==> config.mk <==
export PLATFORM = sky130hd
export DESIGN_NAME = delta_list_timer_queue
export DESIGN_NICKNAME = d
export VERILOG_FILES = /design/src/hdl/dltq_pkg.sv /design/src/hdl/dltq_cell.sv /design/src/hdl/delta_list_timer_queue.sv
export SDC_FILE = /design/constraint.sdc
export NUM_CORES = 1
export LEC_CHECK = 0
export BUFFER_PORTS_ARGS = -buffer_cell sky130_fd_sc_hd__buf_2
export CORE_ASPECT_RATIO = 1.5
export CORE_MARGIN = 2
export CORE_UTILIZATION = 55
export DETAILED_ROUTE_END_ITERATION = 8
export PLACE_DENSITY = 0.74
export REMOVE_ABC_BUFFERS = 1
export SLEW_MARGIN = 20
export SYNTH_ARGS = -nofsm -noshare
export SYNTH_HDL_FRONTEND = slang
export SYNTH_SLANG_ARGS = --single-unit
==> constraint.sdc <==
create_clock -name clk_i -period 18 [get_ports clk_i]
set_clock_uncertainty 0.15 [all_clocks]
set_input_delay 0 -clock clk_i [delete_from_list [all_inputs] [get_ports clk_i]]
set_output_delay 0 -clock clk_i [all_outputs]
set_load 0.05 [all_outputs]
==> src/hdl/dltq_pkg.sv <==
// Shared types and constants for the delta list timer queue.
`timescale 1ns / 1ps
`default_nettype none
package dltq_pkg;

  localparam int QueueDepthDefault = 16;
  localparam int MaxResults        = 16;
  localparam int MaxResultsW       = $clog2(MaxResults + 1);
  localparam int DeltaW            = 32;
  localparam int TagW              = 16;

  typedef enum logic {
    OpTick   = 1'b0,
    OpCreate = 1'b1
  } op_e;

  typedef enum logic [1:0] {
    KindAccepted = 2'd0,
    KindRefused  = 2'd1,
    KindExpired  = 2'd2
  } kind_e;

  typedef enum logic [1:0] {
    StIdle,
    StScan,
    StTickDec,
    StPop
  } state_e;

  typedef struct packed {
    op_e              op;
    logic [DeltaW-1:0] delay_ticks;
    logic [TagW-1:0]   tag;
  } in_t;

  typedef struct packed {
    kind_e           kind;
    logic [TagW-1:0] expired_tag;
    logic            last;
  } out_t;

  typedef struct packed {
    logic [DeltaW-1:0] delta;
    logic [TagW-1:0]   tag;
  } entry_t;

  // Per-cell control: shift takes the neighbor's entry, dec decrements in place.
  typedef struct packed {
    logic shift;
    logic dec;
  } cell_ctrl_t;

endpackage
`default_nettype wire

==> src/hdl/dltq_cell.sv <==
// One queue cell: holds one entry, shifts toward the head, decrements in place.
`timescale 1ns / 1ps
`default_nettype none
module dltq_cell (
  input  wire                       clk_i,
  input  wire dltq_pkg::cell_ctrl_t ctrl_i,
  input  wire dltq_pkg::entry_t     entry_i,
  output dltq_pkg::entry_t          entry_o,
  output logic                      zero_o
);

  dltq_pkg::entry_t entry_q, entry_d;

  assign zero_o  = (entry_q.delta == '0);
  assign entry_o = entry_q;

  always_comb begin
    entry_d = entry_q;
    if (ctrl_i.shift) begin
      entry_d = entry_i;
    end else if (ctrl_i.dec && !zero_o) begin
      entry_d.delta = entry_q.delta - 1'b1;
    end
  end

  always_ff @(posedge clk_i) begin
    entry_q <= entry_d;
  end

endmodule
`default_nettype wire

==> src/hdl/delta_list_timer_queue.sv <==
// Top level of the delta list timer queue: cell chain plus scan and pop control.
//
//   channel  | ports                        | handshake
//   ---------+------------------------------+-----------------------------------
//   command  | start_i, busy_o, in_i        | word taken when start_i && !busy_o
//   result   | result_strobe_o, result_o    | word valid for one cycle, no stall
//
// A create rotates the whole cell chain once through the head, where one
// subtractor finds the insertion point and a hold register opens the gap.
// A refused create answers the cycle after it is taken.
// A tick decrements the head in StTickDec, then pops each expired entry
// in StPop, at most MaxResults per tick; an empty queue ignores a tick.
// Reset clears the entry count and control; cell contents stay undefined.
// Results cannot be stalled; the next word is taken while one is shown.
`timescale 1ns / 1ps
`default_nettype none
module delta_list_timer_queue #(
  parameter int QUEUE_DEPTH = dltq_pkg::QueueDepthDefault
) (
  input  wire                 clk_i,
  input  wire                 rst_ni,
  input  wire                 start_i,
  output logic                busy_o,
  input  wire dltq_pkg::in_t  in_i,
  output logic                result_strobe_o,
  output dltq_pkg::out_t      result_o
);

  localparam int CntW = $clog2(QUEUE_DEPTH + 1);
  localparam int IdxW = $clog2(QUEUE_DEPTH);
  localparam int NW   = dltq_pkg::MaxResultsW;

  dltq_pkg::state_e state_q, state_d;
  logic [CntW-1:0]  count_q, count_d;
  logic [IdxW-1:0]  step_q, step_d;
  logic [NW-1:0]    npop_q, npop_d;
  logic             search_q, search_d;
  logic [dltq_pkg::DeltaW-1:0] rem_q, rem_d;
  logic [dltq_pkg::TagW-1:0]   new_tag_q, new_tag_d;
  dltq_pkg::entry_t hold_q, hold_d;
  logic             strobe_q, strobe_d;
  dltq_pkg::out_t   result_q, result_d;

  dltq_pkg::cell_ctrl_t cell_ctrl [QUEUE_DEPTH];
  dltq_pkg::entry_t     cell_in   [QUEUE_DEPTH];
  dltq_pkg::entry_t     cell_out  [QUEUE_DEPTH];
  logic [QUEUE_DEPTH-1:0] cell_zero;

  logic             shift_all;
  logic             dec_head;
  dltq_pkg::entry_t tail_in;
  logic             accept;
  logic             head_valid;
  logic             last_step;
  logic [dltq_pkg::DeltaW:0] diff;
  logic             pop_now;
  logic             more_pops;

  // The chain shifts toward the head; the tail is fed by the head logic.
  for (genvar i = 0; i < QUEUE_DEPTH; i++) begin : g_cell
    if (i == QUEUE_DEPTH - 1) begin : g_tail
      assign cell_in[i] = tail_in;
    end else begin : g_body
      assign cell_in[i] = cell_out[i+1];
    end
    assign cell_ctrl[i].shift = shift_all;
    assign cell_ctrl[i].dec   = (i == 0) ? dec_head : 1'b0;

    dltq_cell u_cell (
      .clk_i   (clk_i),
      .ctrl_i  (cell_ctrl[i]),
      .entry_i (cell_in[i]),
      .entry_o (cell_out[i]),
      .zero_o  (cell_zero[i])
    );
  end

  assign busy_o     = (state_q != dltq_pkg::StIdle);
  assign accept     = start_i && !busy_o;
  assign head_valid = (CntW'(step_q) < count_q);
  assign last_step  = (step_q == IdxW'(QUEUE_DEPTH - 1));
  // A borrow out of the difference means the remainder is below the head delta.
  assign diff       = {1'b0, rem_q} - {1'b0, cell_out[0].delta};
  assign pop_now    = (count_q != '0) && cell_zero[0] && (npop_q < NW'(dltq_pkg::MaxResults));
  assign more_pops  = (count_q > CntW'(1)) && cell_zero[1]
                      && (npop_q < NW'(dltq_pkg::MaxResults - 1));

  always_comb begin
    state_d   = state_q;
    count_d   = count_q;
    step_d    = step_q;
    npop_d    = npop_q;
    search_d  = search_q;
    rem_d     = rem_q;
    new_tag_d = new_tag_q;
    hold_d    = hold_q;
    strobe_d  = 1'b0;
    result_d  = result_q;
    shift_all = 1'b0;
    dec_head  = 1'b0;
    tail_in   = cell_out[0];

    unique case (state_q)
      dltq_pkg::StIdle: begin
        if (accept) begin
          rem_d     = in_i.delay_ticks;
          new_tag_d = in_i.tag;
          step_d    = '0;
          npop_d    = '0;
          search_d  = 1'b1;
          if (in_i.op == dltq_pkg::OpCreate) begin
            if (count_q == CntW'(QUEUE_DEPTH)) begin
              strobe_d             = 1'b1;
              result_d.kind        = dltq_pkg::KindRefused;
              result_d.expired_tag = in_i.tag;
              result_d.last        = 1'b1;
            end else begin
              state_d = dltq_pkg::StScan;
            end
          end else if (count_q != '0) begin
            state_d = dltq_pkg::StTickDec;
          end
        end
      end

      dltq_pkg::StScan: begin
        shift_all = 1'b1;
        if (search_q) begin
          if (!head_valid || (rem_q == '0) || diff[dltq_pkg::DeltaW]) begin
            tail_in.delta = rem_q;
            tail_in.tag   = new_tag_q;
            hold_d.delta  = '0 - diff[dltq_pkg::DeltaW-1:0];
            hold_d.tag    = cell_out[0].tag;
            search_d      = 1'b0;
          end else begin
            tail_in = cell_out[0];
            rem_d   = diff[dltq_pkg::DeltaW-1:0];
          end
        end else begin
          tail_in = hold_q;
          hold_d  = cell_out[0];
        end
        step_d = step_q + 1'b1;
        if (last_step) begin
          count_d              = count_q + 1'b1;
          strobe_d             = 1'b1;
          result_d.kind        = dltq_pkg::KindAccepted;
          result_d.expired_tag = new_tag_q;
          result_d.last        = 1'b1;
          state_d              = dltq_pkg::StIdle;
        end
      end

      dltq_pkg::StTickDec: begin
        dec_head = 1'b1;
        state_d  = dltq_pkg::StPop;
      end

      dltq_pkg::StPop: begin
        if (pop_now) begin
          shift_all            = 1'b1;
          count_d              = count_q - 1'b1;
          npop_d               = npop_q + 1'b1;
          strobe_d             = 1'b1;
          result_d.kind        = dltq_pkg::KindExpired;
          result_d.expired_tag = cell_out[0].tag;
          result_d.last        = !more_pops;
          if (!more_pops) begin
            state_d = dltq_pkg::StIdle;
          end
        end else begin
          state_d = dltq_pkg::StIdle;
        end
      end

      default: begin
        state_d = dltq_pkg::StIdle;
      end
    endcase
  end

  always_ff @(posedge clk_i or negedge rst_ni) begin
    if (!rst_ni) begin
      state_q  <= dltq_pkg::StIdle;
      count_q  <= '0;
      step_q   <= '0;
      npop_q   <= '0;
      search_q <= 1'b0;
      strobe_q <= 1'b0;
    end else begin
      state_q  <= state_d;
      count_q  <= count_d;
      step_q   <= step_d;
      npop_q   <= npop_d;
      search_q <= search_d;
      strobe_q <= strobe_d;
    end
  end

  always_ff @(posedge clk_i) begin
    rem_q     <= rem_d;
    new_tag_q <= new_tag_d;
    hold_q    <= hold_d;
    result_q  <= result_d;
  end

  assign result_strobe_o = strobe_q;
  assign result_o        = result_q;

`ifndef SYNTHESIS
  a_count_bound: assert property (@(posedge clk_i) disable iff (!rst_ni)
    count_q <= CntW'(QUEUE_DEPTH))
    else $error("entry count above queue depth");

  a_accept_grows: assert property (@(posedge clk_i) disable iff (!rst_ni)
    (strobe_q && result_q.kind == dltq_pkg::KindAccepted) |->
      count_q == $past(count_q) + 1'b1)
    else $error("accepted create did not add an entry");

  a_expire_shrinks: assert property (@(posedge clk_i) disable iff (!rst_ni)
    (strobe_q && result_q.kind == dltq_pkg::KindExpired) |->
      count_q == $past(count_q) - 1'b1)
    else $error("expiry did not remove an entry");

  a_refuse_full: assert property (@(posedge clk_i) disable iff (!rst_ni)
    (strobe_q && result_q.kind == dltq_pkg::KindRefused) |->
      count_q == CntW'(QUEUE_DEPTH))
    else $error("create refused with room in the queue");

  a_last_frees: assert property (@(posedge clk_i) disable iff (!rst_ni)
    (strobe_q && result_q.last) |-> !busy_o)
    else $error("still busy after the final result");
`endif

endmodule
`default_nettype wire

==> impl_metrics.env <==
export IMPL_cts_buffers=80
export IMPL_io_buffers=72
export IMPL_tightest_slew_ns=1.07
export IMPL_finalPower_mw=7.65
export IMPL_synth_edf_count=883
export IMPL_grt_use_total=0.214
export IMPL_cts_root_buf="clkbuf_16"
export IMPL_gr_total_overflow=0
export IMPL_vias=17620
export IMPL_r2r_start="g_cell[0].u_cell.entry_o[16]$_DFFE_PP_"
export IMPL_multiInputGateArea_mm2=0.00612
export IMPL_slew_limit_headroom=0.283
export IMPL_max_freq_ghz=0.152
export IMPL_hold_violations=0
export IMPL_synth_cell_types=78
export IMPL_drc=0
export IMPL_async_flop_share=0.0200
export IMPL_hold_ws_ns=0.0393
export IMPL_finalSetupViolCount=0
export IMPL_finalMaxSlewViolations=0
export IMPL_die_area_mm2=0.0630
export IMPL_fillerInstances=4040
export IMPL_grt_max_degree=225
export IMPL_n_antenna_cell=0
export IMPL_dpl_cell_area_mm2=0.0348
export IMPL_leakage_nw=12.9
export IMPL_firstDrtPassIters=5
export IMPL_rsz0062_at_grt="no"
export IMPL_coreArea_mm2=0.0601
export IMPL_post_cts_resized=0
export IMPL_synth_area_top_cells="edfxtp_1 (79%), a21oi_1 (2.0%), nor2_1 (1.9%)"
export IMPL_p_per_area_mw_per_mm2=200
export IMPL_min_path_type="input pin to register"
export IMPL_clk_pin_slew_ns=0.07
export IMPL_worst_path_max_fanout=157
export IMPL_endpoint="g_cell[15].u_cell.entry_o[44]$_DFFE_PP_"
export IMPL_reg2reg_to="g_cell[15].u_cell.entry_o[44]$_DFFE_PP_"
export IMPL_area_growth_pct=13.9
export IMPL_fin_area_mm2=0.0382
export IMPL_critPathLaunch="g_cell[0].u_cell.entry_o[16]$_DFFE_PP_"
export IMPL_synth_area_mm2=0.0335
export IMPL_period_share=0.366
export IMPL_worst_ep_required_time_ns=18.12
export IMPL_synth_ff_latch_count=901
export IMPL_postRouteAntennaNets=0
export IMPL_grt_pass1_vias=17398
export IMPL_synth_top_area_frac=0.791
export IMPL_setup_slack_ns=11.41
export IMPL_cts_buffer_depth=3
export IMPL_fin_nets=2274
export IMPL_synth_common_cells="edfxtp_1 (883), nor2_1 (173), a21oi_1 (135)"
export IMPL_post_place_cells=2805
export IMPL_insertion_delay_ns=0.65
export IMPL_start_util=0.557
export IMPL_vdd_drop_max_uv=108
export IMPL_drtIter0Drc=1889
export IMPL_vias_per_cell=5.82
export IMPL_layout_area_seq_mm2=0.0270
export IMPL_clock_sinks=901
export IMPL_hpwl_mm=39.2
export IMPL_yosys_area_top_type="edfxtp_1"
export IMPL_worstHoldPathCells=4
export IMPL_drive_above_1_share=0.111
export IMPL_status="finished clean"
export IMPL_die_x_um=206
export IMPL_grt_pass1_wl_mm=101
export IMPL_io_pins=73
export IMPL_crit_path_end_kind="register"
export IMPL_synthCells=2008
export IMPL_final_cells=3028
export IMPL_yosysMostFrequentCell="edfxtp_1"
export IMPL_ys_seq_area_frac=0.804
export IMPL_ff2ff_path_depth=13
export IMPL_synthFlopType="edfxtp_1"
export IMPL_wl_mm=66.3
export IMPL_r2r_slack_ns=11.41
export IMPL_maxCapViolations=0
export IMPL_h_tree_depth=3
export IMPL_worstSetupStartpointType="register"
export IMPL_period_minus_slack_ns=6.59
export IMPL_antenna_found_initial=0
export IMPL_critPathArrivalTime_ns=6.71
export IMPL_dpl_worst_slack_ns=11.21
export IMPL_wl_per_cell_um=21.9
export IMPL_cts_tree="done"
export IMPL_final_util=0.635
export IMPL_post_cts_buffers=0
export IMPL_path_class="register to register"
export IMPL_tns_ns=0
export IMPL_ys_warn_count=0
export IMPL_rows=110
export IMPL_synth_avg_cell_area_um2=16.7
export IMPL_die_height_um=306
export IMPL_gp_congestion=0.931
[worst max-delay path, cell delays in order, from the launching register on]
cell and delay (ns):
edfxtp_1 0.46, inv_1 0.12, ha_1 0.21, or3b_2 0.55, nor4_4 0.47, nand3_1 0.35
or3_1 0.53, nor3_1 0.52, o21ai_4 0.07, buf_4 0.36, inv_8 0.59, buf_12 0.40
buf_16 0.54, buf_6 0.69
[registers in the layout, indices dropped and copies added (netlist names), 2 cells and up]
register,cells
count_q,5
g_cell.u_cell.entry_o,768
hold_q,48
new_tag_q,16
npop_q,5
rem_q,32
result_o,19
state_q,2
step_q,4
[how the worst min path moves through the flow]
stage,start,to,slack (ns)
after detailed placement,rst_ni,state_q[0]$_DFFE_PN0P_,-0.19
after floorplan,rst_ni,count_q[0]$_DFFE_PN0P_,-0.45
after global routing,in_i[28],rem_q[12]$_DFFE_PP_,0.05
final,in_i[44],rem_q[28]$_DFFE_PP_,0.04
after global placement,rst_ni,result_strobe_o$_DFF_PN0_,-0.20
after CTS,in_i[44],rem_q[28]$_DFFE_PP_,0.009
[cell type report]
cell class / instances / area share
clock buffer: 89 / 0.0533
multi-input combinational: 979 / 0.160
timing repair buffer: 165 / 0.0344
sequential: 901 / 0.706
tap: 784 / 0.0257
inverter: 52 / 0.00531
clock inverter: 58 / 0.0147
[kinds of logic (layout without fill, tap and decap cells)]
kind of cell             Yosys count  in the layout  synth area share
AO/OA/AOI/OAI                    367            367            0.0691
AND/OR/NAND/NOR                  468            468            0.0677
XOR/XNOR                          71             71            0.0188
adder cells (fa/ha/maj)           43             43            0.0163
multiplexers                      30             30           0.00903
buffers and inverters            128            364            0.0146
flip-flops                       901            901             0.804
[layer usage]
metal  vias to the layer above  GRT usage  wire [um]
met2                       562      0.363      34200
met4                         0     0.0858       2170
li1                       8082          -          -
met3                       124     0.0289       3040
met5                         -          0          0
met1                      8852      0.280      26900
[cells in the final DEF, fill, tap and decap left out, types with 8 or more instances in the layout]
| cell type | synthesis | layout |
|---|---|---|
| nand4_1 | 24 | 24 |
| clkbuf_16 | 0 | 80 |
| inv_1 | 52 | 51 |
| and4_1 | 8 | 8 |
| clkinvlp_4 | 0 | 10 |
| o22a_1 | 32 | 32 |
| nor3_1 | 27 | 27 |
| nand2_1 | 112 | 111 |
| nand3_1 | 25 | 25 |
| dfrtp_1 | 18 | 17 |
| o22ai_1 | 19 | 19 |
| xnor2_1 | 54 | 54 |
| ha_1 | 42 | 42 |
| or3_1 | 12 | 12 |
| dlygate4sd3_1 | 0 | 74 |
| edfxtp_1 | 883 | 883 |
| o21ai_0 | 70 | 67 |
| and3_1 | 9 | 9 |
| clkbuf_1 | 63 | 9 |
| nor2_1 | 173 | 172 |
| nand2b_1 | 14 | 14 |
| buf_4 | 1 | 14 |
| o211ai_1 | 15 | 15 |
| or2_2 | 8 | 8 |
| a21o_1 | 12 | 12 |
| buf_2 | 5 | 72 |
| o31ai_1 | 16 | 16 |
| clkinv_1 | 0 | 17 |
| nor4_1 | 24 | 24 |
| xor2_1 | 16 | 16 |
| mux2i_1 | 28 | 28 |
| a21oi_1 | 135 | 134 |
| clkinv_2 | 0 | 11 |
| a31oi_1 | 10 | 10 |
[power by group]
part	switching, mW	leakage [nW]	internal, mW
Combinational	1.47	3.23	0.677
Clock	0.778	1.24	0.918
Sequential	0.352	8.48	3.46
[what timing repair did]
| action | 4_1_cts | 5_1_grt |
|---|---|---|
| hold buffers | 74 | 0 |
| endpoints found under the hold margin | 111 | 0 |
| endpoints found under the setup margin | 0 | 0 |
(Power assumes the default switching activity.)
